<file path="src/rtl/lcf_pkg.sv">
// Shared types and constants of the linear calibration fit block.
`timescale 1ns / 1ps
package lcf_pkg;

    localparam int CNT_W   = 8;   // point count, up to 255 points
    localparam int SUM_W   = 24;  // sum of up to 255 16-bit values
    localparam int SQ_W    = 40;  // sum of up to 255 products of 16-bit values
    localparam int MAG_W   = 48;  // spread and slope numerators
    localparam int WIDE_W  = 64;  // full products of the sums
    localparam int DIVD_W  = 72;  // shifted dividends
    localparam int MPLR_W  = 24;  // multiplier operand width of the serial multiplier
    localparam int JOBQ_DEPTH = 2;

    localparam logic [1:0] FIT_OK       = 2'd0;
    localparam logic [1:0] FIT_NO_SPREAD = 2'd1;
    localparam logic [1:0] FIT_NO_SLOPE  = 2'd2;
    localparam logic [1:0] FIT_TOO_MANY  = 2'd3;

    typedef struct packed {
        logic [15:0] set_point;
        logic [15:0] measured;
        logic        last;
    } sample_t;

    typedef struct packed {
        logic signed [31:0] gain;
        logic signed [31:0] offset;
        logic [1:0]         fit_status;
    } result_t;

    typedef struct packed {
        logic [CNT_W-1:0] n;
        logic [SUM_W-1:0] sx;
        logic [SUM_W-1:0] sy;
        logic [SQ_W-1:0]  sxy;
        logic [SQ_W-1:0]  sxx;
        logic             ovf;
    } job_t;

endpackage

</file>
<file path="src/rtl/linear_calibration_fit_core.sv">
// Top level of the least-squares linear calibration fit.
`timescale 1ns / 1ps
// Sample beats (set point, measured, last) are accepted one per clock while full
// is low; each beat is folded into the running count and sums in the same cycle.
// A beat marked last closes the set and hands its sums to a two-entry job queue,
// so accumulation of the next calibration can go on while the fit is worked out.
// The fit itself runs in a shared serial unit: six shift-add products, then two
// restoring divisions with a rounding step after each; an error status skips the
// divisions, since the status is only known once all six products are done.
// full rises only when two closed sets are still waiting in the queue.
// The result beat stays on result while empty is low until it is popped.
module linear_calibration_fit_core #(
    parameter int MAX_POINTS = 128
) (
    input  logic             clk,
    input  logic             rst_n,
    input  logic             push,
    output logic             full,
    input  lcf_pkg::sample_t sample,
    output logic             empty,
    input  logic             pop,
    output lcf_pkg::result_t result
);

    logic          job_push, job_full, job_valid, job_pop;
    lcf_pkg::job_t job_in, job_out;

    lcf_front #(
        .MAX_POINTS (MAX_POINTS)
    ) u_front (
        .clk      (clk),
        .rst_n    (rst_n),
        .push     (push),
        .full     (full),
        .sample   (sample),
        .job_push (job_push),
        .job_full (job_full),
        .job      (job_in)
    );

    lcf_job_queue u_queue (
        .clk    (clk),
        .rst_n  (rst_n),
        .wr     (job_push),
        .wr_job (job_in),
        .full   (job_full),
        .rd     (job_pop),
        .valid  (job_valid),
        .rd_job (job_out)
    );

    lcf_back u_back (
        .clk       (clk),
        .rst_n     (rst_n),
        .job_valid (job_valid),
        .job_pop   (job_pop),
        .job       (job_out),
        .empty     (empty),
        .pop       (pop),
        .result    (result)
    );

endmodule

</file>
<file path="src/rtl/lcf_front.sv">
// Front part: accumulates sample pairs and hands finished sums to the job queue.
`timescale 1ns / 1ps
module lcf_front #(
    parameter int MAX_POINTS = 128
) (
    input  logic            clk,
    input  logic            rst_n,
    input  logic            push,
    output logic            full,
    input  lcf_pkg::sample_t sample,
    output logic            job_push,
    input  logic            job_full,
    output lcf_pkg::job_t   job
);

    logic [lcf_pkg::CNT_W-1:0] cnt_reg, cnt_next;
    logic [lcf_pkg::SUM_W-1:0] sx_reg, sx_next, sy_reg, sy_next;
    logic [lcf_pkg::SQ_W-1:0]  sxy_reg, sxy_next, sxx_reg, sxx_next;
    logic                      ovf_reg, ovf_next;
    logic                      accept;
    logic [31:0]               pxy, pxx;

    assign full   = job_full;
    assign accept = push && !job_full;
    assign pxy    = sample.set_point * sample.measured;
    assign pxx    = sample.set_point * sample.set_point;

    always_comb
    begin
        cnt_next = cnt_reg;
        sx_next  = sx_reg;
        sy_next  = sy_reg;
        sxy_next = sxy_reg;
        sxx_next = sxx_reg;
        ovf_next = ovf_reg;
        if (cnt_reg >= lcf_pkg::CNT_W'(MAX_POINTS))
        begin
            ovf_next = 1'b1;
        end
        else
        begin
            cnt_next = cnt_reg + 1'b1;
            sx_next  = sx_reg + lcf_pkg::SUM_W'(sample.set_point);
            sy_next  = sy_reg + lcf_pkg::SUM_W'(sample.measured);
            sxy_next = sxy_reg + lcf_pkg::SQ_W'(pxy);
            sxx_next = sxx_reg + lcf_pkg::SQ_W'(pxx);
        end
    end

    assign job_push = accept && sample.last;
    assign job = '{n: cnt_next, sx: sx_next, sy: sy_next, sxy: sxy_next, sxx: sxx_next,
                   ovf: ovf_next};

    always_ff @(posedge clk or negedge rst_n)
    begin
        if (!rst_n)
        begin
            cnt_reg <= '0;
            sx_reg  <= '0;
            sy_reg  <= '0;
            sxy_reg <= '0;
            sxx_reg <= '0;
            ovf_reg <= 1'b0;
        end
        else if (accept)
        begin
            if (sample.last)
            begin
                cnt_reg <= '0;
                sx_reg  <= '0;
                sy_reg  <= '0;
                sxy_reg <= '0;
                sxx_reg <= '0;
                ovf_reg <= 1'b0;
            end
            else
            begin
                cnt_reg <= cnt_next;
                sx_reg  <= sx_next;
                sy_reg  <= sy_next;
                sxy_reg <= sxy_next;
                sxx_reg <= sxx_next;
                ovf_reg <= ovf_next;
            end
        end
    end

endmodule

</file>
<file path="src/rtl/lcf_job_queue.sv">
// Short queue of finished sum sets between the front and the back part.
`timescale 1ns / 1ps
module lcf_job_queue (
    input  logic          clk,
    input  logic          rst_n,
    input  logic          wr,
    input  lcf_pkg::job_t wr_job,
    output logic          full,
    input  logic          rd,
    output logic          valid,
    output lcf_pkg::job_t rd_job
);

    localparam int PTR_W = $clog2(lcf_pkg::JOBQ_DEPTH);

    lcf_pkg::job_t      entry_reg [lcf_pkg::JOBQ_DEPTH];
    logic [PTR_W-1:0]   wr_ptr_reg, rd_ptr_reg;
    logic [PTR_W:0]     count_reg;
    logic               do_wr, do_rd;

    assign full   = (count_reg == (PTR_W+1)'(lcf_pkg::JOBQ_DEPTH));
    assign valid  = (count_reg != '0);
    assign do_wr  = wr && !full;
    assign do_rd  = rd && valid;
    assign rd_job = entry_reg[rd_ptr_reg];

    always_ff @(posedge clk)
    begin
        if (do_wr)
        begin
            entry_reg[wr_ptr_reg] <= wr_job;
        end
    end

    always_ff @(posedge clk or negedge rst_n)
    begin
        if (!rst_n)
        begin
            wr_ptr_reg <= '0;
            rd_ptr_reg <= '0;
            count_reg  <= '0;
        end
        else
        begin
            if (do_wr)
            begin
                wr_ptr_reg <= wr_ptr_reg + 1'b1;
            end
            if (do_rd)
            begin
                rd_ptr_reg <= rd_ptr_reg + 1'b1;
            end
            if (do_wr && !do_rd)
            begin
                count_reg <= count_reg + 1'b1;
            end
            else if (do_rd && !do_wr)
            begin
                count_reg <= count_reg - 1'b1;
            end
        end
    end

endmodule

</file>
<file path="src/rtl/lcf_back.sv">
// Back part: serial multiplier and restoring divider that turn sums into the fit.
`timescale 1ns / 1ps
module lcf_back (
    input  logic             clk,
    input  logic             rst_n,
    input  logic             job_valid,
    output logic             job_pop,
    input  lcf_pkg::job_t    job,
    output logic             empty,
    input  logic             pop,
    output lcf_pkg::result_t result
);

    typedef enum logic [4:0] {
        ST_IDLE = 5'b00001,
        ST_MUL  = 5'b00010,
        ST_DIV  = 5'b00100,
        ST_RND  = 5'b01000,
        ST_DONE = 5'b10000
    } state_t;

    localparam logic [2:0] OP_N_SXX   = 3'd0;
    localparam logic [2:0] OP_SX_SX   = 3'd1;
    localparam logic [2:0] OP_N_SXY   = 3'd2;
    localparam logic [2:0] OP_SX_SY   = 3'd3;
    localparam logic [2:0] OP_SX_SXY  = 3'd4;
    localparam logic [2:0] OP_SY_SXX  = 3'd5;

    localparam int W  = lcf_pkg::WIDE_W;
    localparam int MW = lcf_pkg::MAG_W;
    localparam int DW = lcf_pkg::DIVD_W;
    localparam int BW = lcf_pkg::MPLR_W;

    state_t             state_reg, state_next;
    logic [2:0]         op_reg, op_next;
    logic [6:0]         cnt_reg, cnt_next;
    lcf_pkg::job_t      job_reg, job_next;
    logic [W-1:0]       mcand_reg, mcand_next, acc_reg, acc_next, tmp_reg, tmp_next;
    logic [BW-1:0]      mplier_reg, mplier_next;
    logic [MW-1:0]      den_reg, den_next, num_mag_reg, num_mag_next;
    logic               num_neg_reg, num_neg_next, diff_neg_reg, diff_neg_next;
    logic [W-1:0]       diff_reg, diff_next;
    logic [DW-1:0]      dq_reg, dq_next;
    logic [MW:0]        rem_reg, rem_next;
    logic               div_sel_reg, div_sel_next;
    logic [31:0]        gain_reg, gain_next;
    lcf_pkg::result_t   result_reg, result_next;

    logic [2:0]         ld_op;
    lcf_pkg::job_t      ld_job;
    logic [W-1:0]       ld_a;
    logic [BW-1:0]      ld_b;
    logic [W-1:0]       acc_sum, sub, mag;
    logic               lt;
    logic [MW:0]        shifted;
    logic               ge;
    logic               rnd, neg;
    logic [DW:0]        q, lim, v;
    logic [31:0]        val;

    // Operand selection for the product that is about to start.
    assign ld_op  = (state_reg == ST_IDLE) ? OP_N_SXX : op_reg + 3'd1;
    assign ld_job = (state_reg == ST_IDLE) ? job : job_reg;

    always_comb
    begin
        case (ld_op)
            OP_N_SXX:  begin ld_a = W'(ld_job.sxx); ld_b = BW'(ld_job.n);  end
            OP_SX_SX:  begin ld_a = W'(ld_job.sx);  ld_b = BW'(ld_job.sx); end
            OP_N_SXY:  begin ld_a = W'(ld_job.sxy); ld_b = BW'(ld_job.n);  end
            OP_SX_SY:  begin ld_a = W'(ld_job.sx);  ld_b = BW'(ld_job.sy); end
            OP_SX_SXY: begin ld_a = W'(ld_job.sxy); ld_b = BW'(ld_job.sx); end
            OP_SY_SXX: begin ld_a = W'(ld_job.sxx); ld_b = BW'(ld_job.sy); end
            default:   begin ld_a = '0;             ld_b = '0;             end
        endcase
    end

    assign acc_sum = acc_reg + (mplier_reg[0] ? mcand_reg : '0);
    assign sub     = tmp_reg - acc_sum;
    assign lt      = tmp_reg < acc_sum;
    assign mag     = lt ? (acc_sum - tmp_reg) : sub;

    assign shifted = {rem_reg[MW-1:0], dq_reg[DW-1]};
    assign ge      = shifted >= {1'b0, num_mag_reg};

    // Round half away from zero on magnitudes, then clamp to the signed 32-bit range.
    assign rnd = {rem_reg, 1'b0} >= {2'b00, num_mag_reg};
    assign neg = div_sel_reg ? (diff_neg_reg ^ num_neg_reg) : num_neg_reg;
    assign q   = {1'b0, dq_reg} + (DW+1)'(rnd);
    assign lim = neg ? (DW+1)'(33'h0_8000_0000) : (DW+1)'(33'h0_7FFF_FFFF);
    assign v   = (q > lim) ? lim : q;
    assign val = neg ? (32'd0 - v[31:0]) : v[31:0];

    always_comb
    begin
        state_next    = state_reg;
        op_next       = op_reg;
        cnt_next      = cnt_reg;
        job_next      = job_reg;
        mcand_next    = mcand_reg;
        mplier_next   = mplier_reg;
        acc_next      = acc_reg;
        tmp_next      = tmp_reg;
        den_next      = den_reg;
        num_mag_next  = num_mag_reg;
        num_neg_next  = num_neg_reg;
        diff_next     = diff_reg;
        diff_neg_next = diff_neg_reg;
        dq_next       = dq_reg;
        rem_next      = rem_reg;
        div_sel_next  = div_sel_reg;
        gain_next     = gain_reg;
        result_next   = result_reg;
        job_pop       = 1'b0;
        case (state_reg)
            ST_IDLE:
            begin
                if (job_valid)
                begin
                    job_pop     = 1'b1;
                    job_next    = job;
                    op_next     = OP_N_SXX;
                    mcand_next  = ld_a;
                    mplier_next = ld_b;
                    acc_next    = '0;
                    cnt_next    = '0;
                    state_next  = ST_MUL;
                end
            end
            ST_MUL:
            begin
                acc_next    = acc_sum;
                mcand_next  = {mcand_reg[W-2:0], 1'b0};
                mplier_next = {1'b0, mplier_reg[BW-1:1]};
                cnt_next    = cnt_reg + 7'd1;
                if (cnt_reg == 7'(BW-1))
                begin
                    case (op_reg)
                        OP_SX_SX:
                        begin
                            den_next = sub[MW-1:0];
                        end
                        OP_SX_SY:
                        begin
                            num_neg_next = lt;
                            num_mag_next = mag[MW-1:0];
                        end
                        OP_SY_SXX:
                        begin
                            diff_neg_next = lt;
                            diff_next     = mag;
                        end
                        default:
                        begin
                            tmp_next = acc_sum;
                        end
                    endcase
                    if (op_reg == OP_SY_SXX)
                    begin
                        // Spread and slope are already final here.
                        if (job_reg.ovf)
                        begin
                            result_next = '{gain: '0, offset: '0,
                                            fit_status: lcf_pkg::FIT_TOO_MANY};
                            state_next  = ST_DONE;
                        end
                        else if (den_reg == '0)
                        begin
                            result_next = '{gain: '0, offset: '0,
                                            fit_status: lcf_pkg::FIT_NO_SPREAD};
                            state_next  = ST_DONE;
                        end
                        else if (num_mag_reg == '0)
                        begin
                            result_next = '{gain: '0, offset: '0,
                                            fit_status: lcf_pkg::FIT_NO_SLOPE};
                            state_next  = ST_DONE;
                        end
                        else
                        begin
                            dq_next      = {den_reg, 24'd0};
                            rem_next     = '0;
                            cnt_next     = '0;
                            div_sel_next = 1'b0;
                            state_next   = ST_DIV;
                        end
                    end
                    else
                    begin
                        op_next     = ld_op;
                        mcand_next  = ld_a;
                        mplier_next = ld_b;
                        acc_next    = '0;
                        cnt_next    = '0;
                    end
                end
            end
            ST_DIV:
            begin
                rem_next = ge ? (shifted - {1'b0, num_mag_reg}) : shifted;
                dq_next  = {dq_reg[DW-2:0], ge};
                cnt_next = cnt_reg + 7'd1;
                if (cnt_reg == 7'(DW-1))
                begin
                    state_next = ST_RND;
                end
            end
            ST_RND:
            begin
                if (!div_sel_reg)
                begin
                    gain_next    = val;
                    dq_next      = {diff_reg, 8'd0};
                    rem_next     = '0;
                    cnt_next     = '0;
                    div_sel_next = 1'b1;
                    state_next   = ST_DIV;
                end
                else
                begin
                    result_next = '{gain: gain_reg, offset: val,
                                    fit_status: lcf_pkg::FIT_OK};
                    state_next  = ST_DONE;
                end
            end
            ST_DONE:
            begin
                if (pop)
                begin
                    state_next = ST_IDLE;
                end
            end
            default:
            begin
                state_next = ST_IDLE;
            end
        endcase
    end

    assign empty  = (state_reg != ST_DONE);
    assign result = result_reg;

    always_ff @(posedge clk or negedge rst_n)
    begin
        if (!rst_n)
        begin
            state_reg <= ST_IDLE;
        end
        else
        begin
            state_reg <= state_next;
        end
    end

    always_ff @(posedge clk)
    begin
        op_reg       <= op_next;
        cnt_reg      <= cnt_next;
        job_reg      <= job_next;
        mcand_reg    <= mcand_next;
        mplier_reg   <= mplier_next;
        acc_reg      <= acc_next;
        tmp_reg      <= tmp_next;
        den_reg      <= den_next;
        num_mag_reg  <= num_mag_next;
        num_neg_reg  <= num_neg_next;
        diff_reg     <= diff_next;
        diff_neg_reg <= diff_neg_next;
        dq_reg       <= dq_next;
        rem_reg      <= rem_next;
        div_sel_reg  <= div_sel_next;
        gain_reg     <= gain_next;
        result_reg   <= result_next;
    end

`ifndef SYNTH
    a_err_zero: assert property (@(posedge clk) disable iff (!rst_n)
        (state_reg == ST_DONE && result_reg.fit_status != lcf_pkg::FIT_OK)
        |-> (result_reg.gain == '0 && result_reg.offset == '0))
        else $error("error result carries nonzero gain or offset");

    a_hold: assert property (@(posedge clk) disable iff (!rst_n)
        (state_reg == ST_DONE && !pop) |=> (state_reg == ST_DONE && $stable(result_reg)))
        else $error("waiting result changed before it was taken");

    a_div_nonzero: assert property (@(posedge clk) disable iff (!rst_n)
        (state_reg == ST_DIV) |-> (num_mag_reg != '0))
        else $error("divider running with a zero divisor");
`endif

endmodule

</file>
<file path="config.mk">
export PLATFORM = sky130hd
export DESIGN_NAME = linear_calibration_fit_core
export DESIGN_NICKNAME = d
export VERILOG_FILES = /design/src/rtl/lcf_pkg.sv /design/src/rtl/linear_calibration_fit_core.sv /design/src/rtl/lcf_front.sv /design/src/rtl/lcf_job_queue.sv /design/src/rtl/lcf_back.sv
export SDC_FILE = /design/constraint.sdc
export NUM_CORES = 2
export LEC_CHECK = 0
export BUFFER_PORTS_ARGS = -buffer_cell sky130_fd_sc_hd__buf_2
export CELL_PAD_IN_SITES_DETAIL_PLACEMENT = 0
export CELL_PAD_IN_SITES_GLOBAL_PLACEMENT = 1
export CORE_ASPECT_RATIO = 1.1
export CORE_MARGIN = 1
export CORE_UTILIZATION = 52
export CTS_CLUSTER_SIZE = 25
export DETAILED_ROUTE_END_ITERATION = 10
export GPL_TIMING_DRIVEN = 0
export PLACE_DENSITY_LB_ADDON = 0.1
export SYNTH_ARGS = -nofsm -noshare
export SYNTH_HDL_FRONTEND = slang
export SYNTH_SLANG_ARGS = --single-unit
</file>
<file path="constraint.sdc">
create_clock -name clk -period 9.42 [get_ports clk]
set_clock_uncertainty 0.1 [all_clocks]
set_input_delay 0.471 -clock clk [delete_from_list [all_inputs] [get_ports clk]]
set_output_delay 0.471 -clock clk [all_outputs]
set_load 0.02 [all_outputs]
</file>
## After elaboration in Yosys (flattened, before gate mapping)

Memories as Yosys holds them, arrays and structs flattened.
Cells that the tools add are included.

| cells by class | value |
|---|---|
| $lt $le $gt $ge | 5 |
| multipliers | 2 |
| reduce and logical (&&, ||, !) cells | 38 |
| bitwise logic cells | 3 |
| $add $sub $neg | 17 |
| mux-type cells | 90 |
| eq/ne operators | 29 |

Operators by type and width:

| operator | number |
|---|---|
| 64-bit 2-to-1 mux | 8 |
| 72-bit 2-to-1 mux | 6 |
| 66-bit 2-to-1 mux | 6 |
| 49-bit 2-to-1 mux | 7 |
| 64-bit one-hot mux with 2 select lines | 2 |
| 72-bit one-hot mux with 3 select lines | 1 |
| 24-bit 2-to-1 mux | 7 |
| 40-bit 2-to-1 mux | 4 |
| 49-bit one-hot mux with 3 select lines | 1 |
| 137-bit 2-to-1 mux | 1 |
| 66-bit one-hot mux with 2 select lines | 1 |
| 64-bit subtractor | 2 |
| 40-bit one-hot mux with 3 select lines | 1 |
| 48-bit logical NOT | 2 |
| 32-bit 2-to-1 mux | 3 |
| 40-bit by 32-bit adder with 40-bit output | 2 |
| 72-bit by 1-bit adder with 73-bit output | 1 |
| 73-bit by 32-bit > comparator with 1-bit output | 1 |
| 24-bit one-hot mux with 3 select lines | 1 |
| 64-bit adder | 1 |
| 64-bit less-than comparator | 1 |
| 16-bit by 16-bit multiplier with 32-bit output | 2 |
| 50-bit by 48-bit greater-or-equal comparator with 1-bit output | 1 |
| 49-bit by 48-bit greater-or-equal comparator with 1-bit output | 1 |
| 52 further kinds | 121 |

| storage, ports and cells | value |
|---|---|
| memory bits (writable) | 274 |
| flip-flop bits (word level) | 891 |
| memories | 1 |
| input port bits | 37 |

Memory list:

| name | depth | width | rd ports | clocked after memory_dff | write ports | RTL line | RTL |
|---|---|---|---|---|---|---|---|
| u_queue.entry_reg | 2 | 137 | 1 | 0 | 1 | lcf_job_queue.sv:16 | `lcf_pkg::job_t entry_reg [lcf_pkg::JOBQ_DEPTH];` |

## Longest topological paths before layout

| logic depth | value |
|---|---|
| word-level depth | 9 |
| mapped depth | 44 |

## Hierarchy

From an unflattened synthesis, not the netlist that was laid out.

| second synthesis, totals | value |
|---|---|
| cells, all modules | 8149 |
| area total of the unflattened synthesis | 82734.3 µm² |

By module, submodules not included:

| module | times used | cells each | seq. area each (µm²) | area an instance (µm²) |
|---|---|---|---|---|
| lcf_back | 1 | 4548 | 22497.8 | 46031.6 |
| lcf_front | 1 | 3156 | 3428.3 | 26571.7 |
| lcf_job_queue | 1 | 445 | 8328.0 | 10131.0 |

## Worst setup path after synthesis

Ideal clock, no wire load.

| timing path | value |
|---|---|
| path kind | reg2reg |
| from | register u_back.rem_reg[5] |
| to | register u_back.result_reg (netlist bit u_back.result[26]), data pin |
| library setup time | 255 ps |
| arrival | 8038 ps |
| data required time | 9065 ps |
| buffers on the path | 4 |
| stages on the path, launching flop included | 44 |
| setup slack | 1027 ps |
| cells stage by stage | edfxtp_1 -> ha_1 -> clkbuf_1 -> and4_1 -> nand2_1 -> nor4_1 -> o21ai_0 -> nand3b_1 -> a21oi_1 -> nor2_1 -> o21ai_0 -> a21oi_1 -> nor2_1 -> o41ai_1 -> ha_1 -> ha_1 -> and4_1 -> clkbuf_1 -> [... 8 more ...] -> a211o_1 -> a211oi_1 -> a31oi_1 -> a211oi_1 -> nand4_1 -> nor2_1 -> buf_2 -> nor2_1 -> a21oi_1 -> ha_1 -> clkbuf_1 -> nand3_1 -> or3_1 -> nor3_2 -> nand2_1 -> a21oi_1 -> a311oi_2 -> and2_1 |

| between the ends | value |
|---|---|
| cells in the longest elaborated chain, start to end | 8 |

RTL lines:

| item | RTL line | RTL |
|---|---|---|
| start, declared | lcf_back.sv:44 | `logic [MW:0] rem_reg, rem_next;` |
| start signal, assigned | lcf_back.sv:270 | `rem_reg <= rem_next;` |
| 50-bit by 48-bit greater-or-equal comparator with 1-bit output (*) | lcf_back.sv:87 | `assign rnd = {rem_reg, 1'b0} >= {2'b00, num_mag_reg};` |
| 72-bit by 1-bit adder with 73-bit output (*) | lcf_back.sv:89 | `assign q = {1'b0, dq_reg} + (DW+1)'(rnd);` |
| 73-bit by 32-bit > comparator with 1-bit output | lcf_back.sv:91 | `assign v = (q > lim) ? lim : q;` |
| 32-bit 2-to-1 mux (*) | lcf_back.sv:91 |  |
| 1-bit by 32-bit subtractor with 32-bit output | lcf_back.sv:92 | `assign val = neg ? (32'd0 - v[31:0]) : v[31:0];` |
| 32-bit 2-to-1 mux (*) | lcf_back.sv:92 |  |
| net u_back.val[24] | lcf_back.sv:59 | `logic [31:0] val;` |
| 66-bit 2-to-1 mux (*) | lcf_back.sv:210 | `if (!div_sel_reg)` |
| 66-bit one-hot mux with 2 select lines (*) | lcf_back.sv:115 | `case (state_reg)` |
| end signal, assigned | lcf_back.sv:273 | `result_reg <= result_next;` |
| end, declared | lcf_back.sv:47 | `lcf_pkg::result_t result_reg, result_next;` |

The timed path passes the listed nets; every way through them passes the cells marked *. The select of a mux whose other input is x is not followed.
A chain may end at the register's enable or synchronous reset.

==> flow_summary_export.csv <==
group,metric,value,unit
clock_tree,cts_tree,"yes",
yosys,ys_seq_area_share,42.0,%
clock_tree,numClockSinks,1165,
run_status,status,"complete, but fails checks",
cells_and_area,largest_register_ffs,274,
sta,fin_crit_sh,98.6,%
worst_setup_path,rrSetupSlack,0.39,ns
floorplanning,die-height,417,um
global_route,met1_usage,35.3,%
run_status,violations,"design-rule violations",
sta,timing.hold.ws,0.0942,ns
clock_tree,clk_pin_slew_worst_paths,0.06,ns
yosys,synth_ff_type,"edfxtp_1",
clock_tree,clockBufferDepth,3,
route,drt_iter0_drc,4121,
route,first_pass_iters,9,
worst_setup_path,crit_fanout,10,
floorplanning,dieWidth,379,um
cells_and_area,fin_nets,9140,
sta,finalWorstSetupSlack,0.128,ns
worst_setup_path,crit_path_end_kind,"flop",
floorplanning,core_area,156000,um^2
worst_hold_path,hp-start,"pop",
worst_setup_path,critPathMaxStageDelay,0.91,ns
global_route,grt_use_total,30.8,%
yosys,syn_area,81500,um^2
yosys,yosys.area.top_type,"edfxtp_1",
yosys,yosys.cell_types.count,92,
worst_setup_path,required,9.83,ns
route,vias,59600,
worst_setup_path,reg2reg_from,"u_back.rem_reg[10]",
worst_setup_path,crit_top_cell,"fa_1",
placed_design,place_ws,-2.66,ns
worst_hold_path,hold_depth,3,
route,drt_wl_total,243000,um
route,drt.antenna.violating_nets,0,
sta,setup_viol,0,
route,wl_per_cell,23.6,um
floorplanning,initial_core_util,52.3,%
global_route,grt_util_met3,2.90,%
yosys,synth_edf_count,1019,
cells_and_area,final_cell_mix,"edfxtp_1 (1019), nand2_1 (841), inv_1 (836)",
clock_tree,htreeDepth,3,
clock_tree,insertion_delay,0.79,ns
global_route,grt-ovfl-total,0,
yosys,async_flop_share,12.5,%
global_route,busiest_layer,"met2",
global_route,grt_start_max_net_pins,89,
yosys,syn-num-nets,8862,
sta,slew_violations,0,
yosys,synth-seq-cells,1165,
placed_design,placement.io_buffers,104,
job,maxCapViolations,0,
yosys,yosysWarnings,0,
global_route,gr-usage-met2,55.3,%
sta,fin_crit,9.29,ns
worst_setup_path,critPathSlowestCell,"o41ai_1",
route,drt-vias-per-instance,5.77,
clock_tree,cts_root_buf,"clkbuf_16",
yosys,syn_avg_cell_area,10.4,um^2
global_route,antenna_found_initial,0,
clock_tree,cts_buffers,119,
floorplanning,row_count,152,
sta,finalHoldViolCount,0,
placed_design,place_congestion,0.945,
cells_and_area,drive_gt1_share,8.34,%
route,drc,6,
floorplanning,dieArea,158000,um^2
worst_setup_path,reg2reg_to,"u_back.result[32]",
worst_hold_path,min_to,"u_back.state_reg[4]",
global_route,grt_pass1_wl,364000,um
worst_setup_path,critPathKind,"in2reg",
yosys,syn_inst,7868,
worst_hold_path,hold_class,"in2reg",
yosys,synth_top_cells_by_area,"edfxtp_1 (38%), fa_1 (10%), ha_1 (8.1%), dfrtp_1 (4.5%), nand2_1 (3.9%)",
yosys,synth_top_area_share,37.6,%
worst_setup_path,rr_worst_depth,41,
worst_setup_path,start_kind,"primary input",
placed_design,hpwl,193000,um
worst_setup_path,cp.arrival,9.70,ns
sta,fmax,108,MHz
cells_and_area,final_common_cell,"edfxtp_1",
floorplanning,pin_count,105,
sta,worst_slew_pin_slew,1.31,ns
global_route,grt_pass1_vias,60500,
sta,max_slew_margin,12.7,%
cells_and_area,area_growth,10.9,%
## stage by stage
step                      setup TNS [ns]  util (%)  area, um^2  cells
final                                  0      58.0       90400  10300
after global routing             -0.0616      58.0       90300  10300
after CTS                              0      57.7       89900  10300
after detailed placement         -246.41      54.7       85200  10100
after global placement           -627.58      54.3       84600  10100
after floorplan                        0         -       81500   7868
## repair_timing
action,in CTS,in global routing
pin swaps,8,21
gates resized for setup,57,55
hold buffers,1,0
endpoints found under the hold margin,58,0
endpoints found under the setup margin,176,136
setup buffers,10,21
## area by class of cell
class	count	area, um^2
diodes	4	10.0
plain buffers	343	1370
clock buffers	146	3170
clock inverters	71	1050
fillers	13400	65400
inverters	838	3150
multi-input cells	5516	43300
flip-flops and latches	1165	34300
well taps	2079	2600
repair buffers	163	1400
## cell families after synthesis
kind of cell               synth area share [%]
and+or+nand+nor                            13.3
AOI/OAI and AO/OA                          12.8
buffers and inverters                      5.53
DFF                                        42.0
adders and majority gates                  18.6
xor gates and xnor gates                   4.10
muxes                                      3.66
## how the worst max path moves through the flow
stage          depth (start not counted)                   start                        to
2_1_floorplan                         43       u_back.rem_reg[5]         u_back.result[26]
3_3_place_gp                          41  u_back.num_mag_reg[14]         u_back.result[32]
3_5_place_dp                          41  u_back.num_mag_reg[14]         u_back.result[32]
4_1_cts                               29    u_back.mplier_reg[0]       u_back.diff_reg[34]
5_1_grt                               42  u_back.num_mag_reg[13]         u_back.result[32]
6_report                              27              sample[24]  u_queue.entry_reg[1][80]
## critical path, delay by kind of cell
kind	cells	cell delay (ns)
fa+ha+maj	7	3.46
buf+inv	8	1.82
compound gates	9	3.47
simple gates	2	0.30
xor+xnor	1	0.17
## metal layers
layer	share of wire [%]	wire length [um]	up-vias
met3	3.9	9570	535
met5	0	0	-
met4	6.6	16200	0
met2	51	124000	1624
li1	-	-	28000
met1	38	93300	29400
## Yosys cell counts (12+ instances only)
cell       number
a2111oi_0      16
a211o_1        13
a211oi_1       39
a21o_1        176
a21oi_1       435
a221oi_1       12
a22o_1         66
a22oi_1        67
a2bb2oi_1      16
a31oi_1        45
and2_1        315
and3_1         55
and4_1         23
buf_1          20
buf_2          28
clkbuf_1      299
dfrtp_1       145
edfxtp_1     1019
fa_1          427
ha_1          530
inv_1         837
mux2_2        164
mux2i_1       112
nand2_1       842
nand2b_1       59
nand3_1       121
nand4_1        84
nor2_1        448
nor2b_1        47
nor3_1         97
nor4_1         53
o211ai_1       29
o21a_1         44
o21ai_0       455
o21bai_1       56
o221ai_1       15
o22ai_1        18
o31ai_1        30
or2_2          25
or3_1          33
xnor2_1       225
xor2_1        156
Power is not shown: default switching activity piles up to over one toggle a cycle in this logic, so the estimate is an artifact.
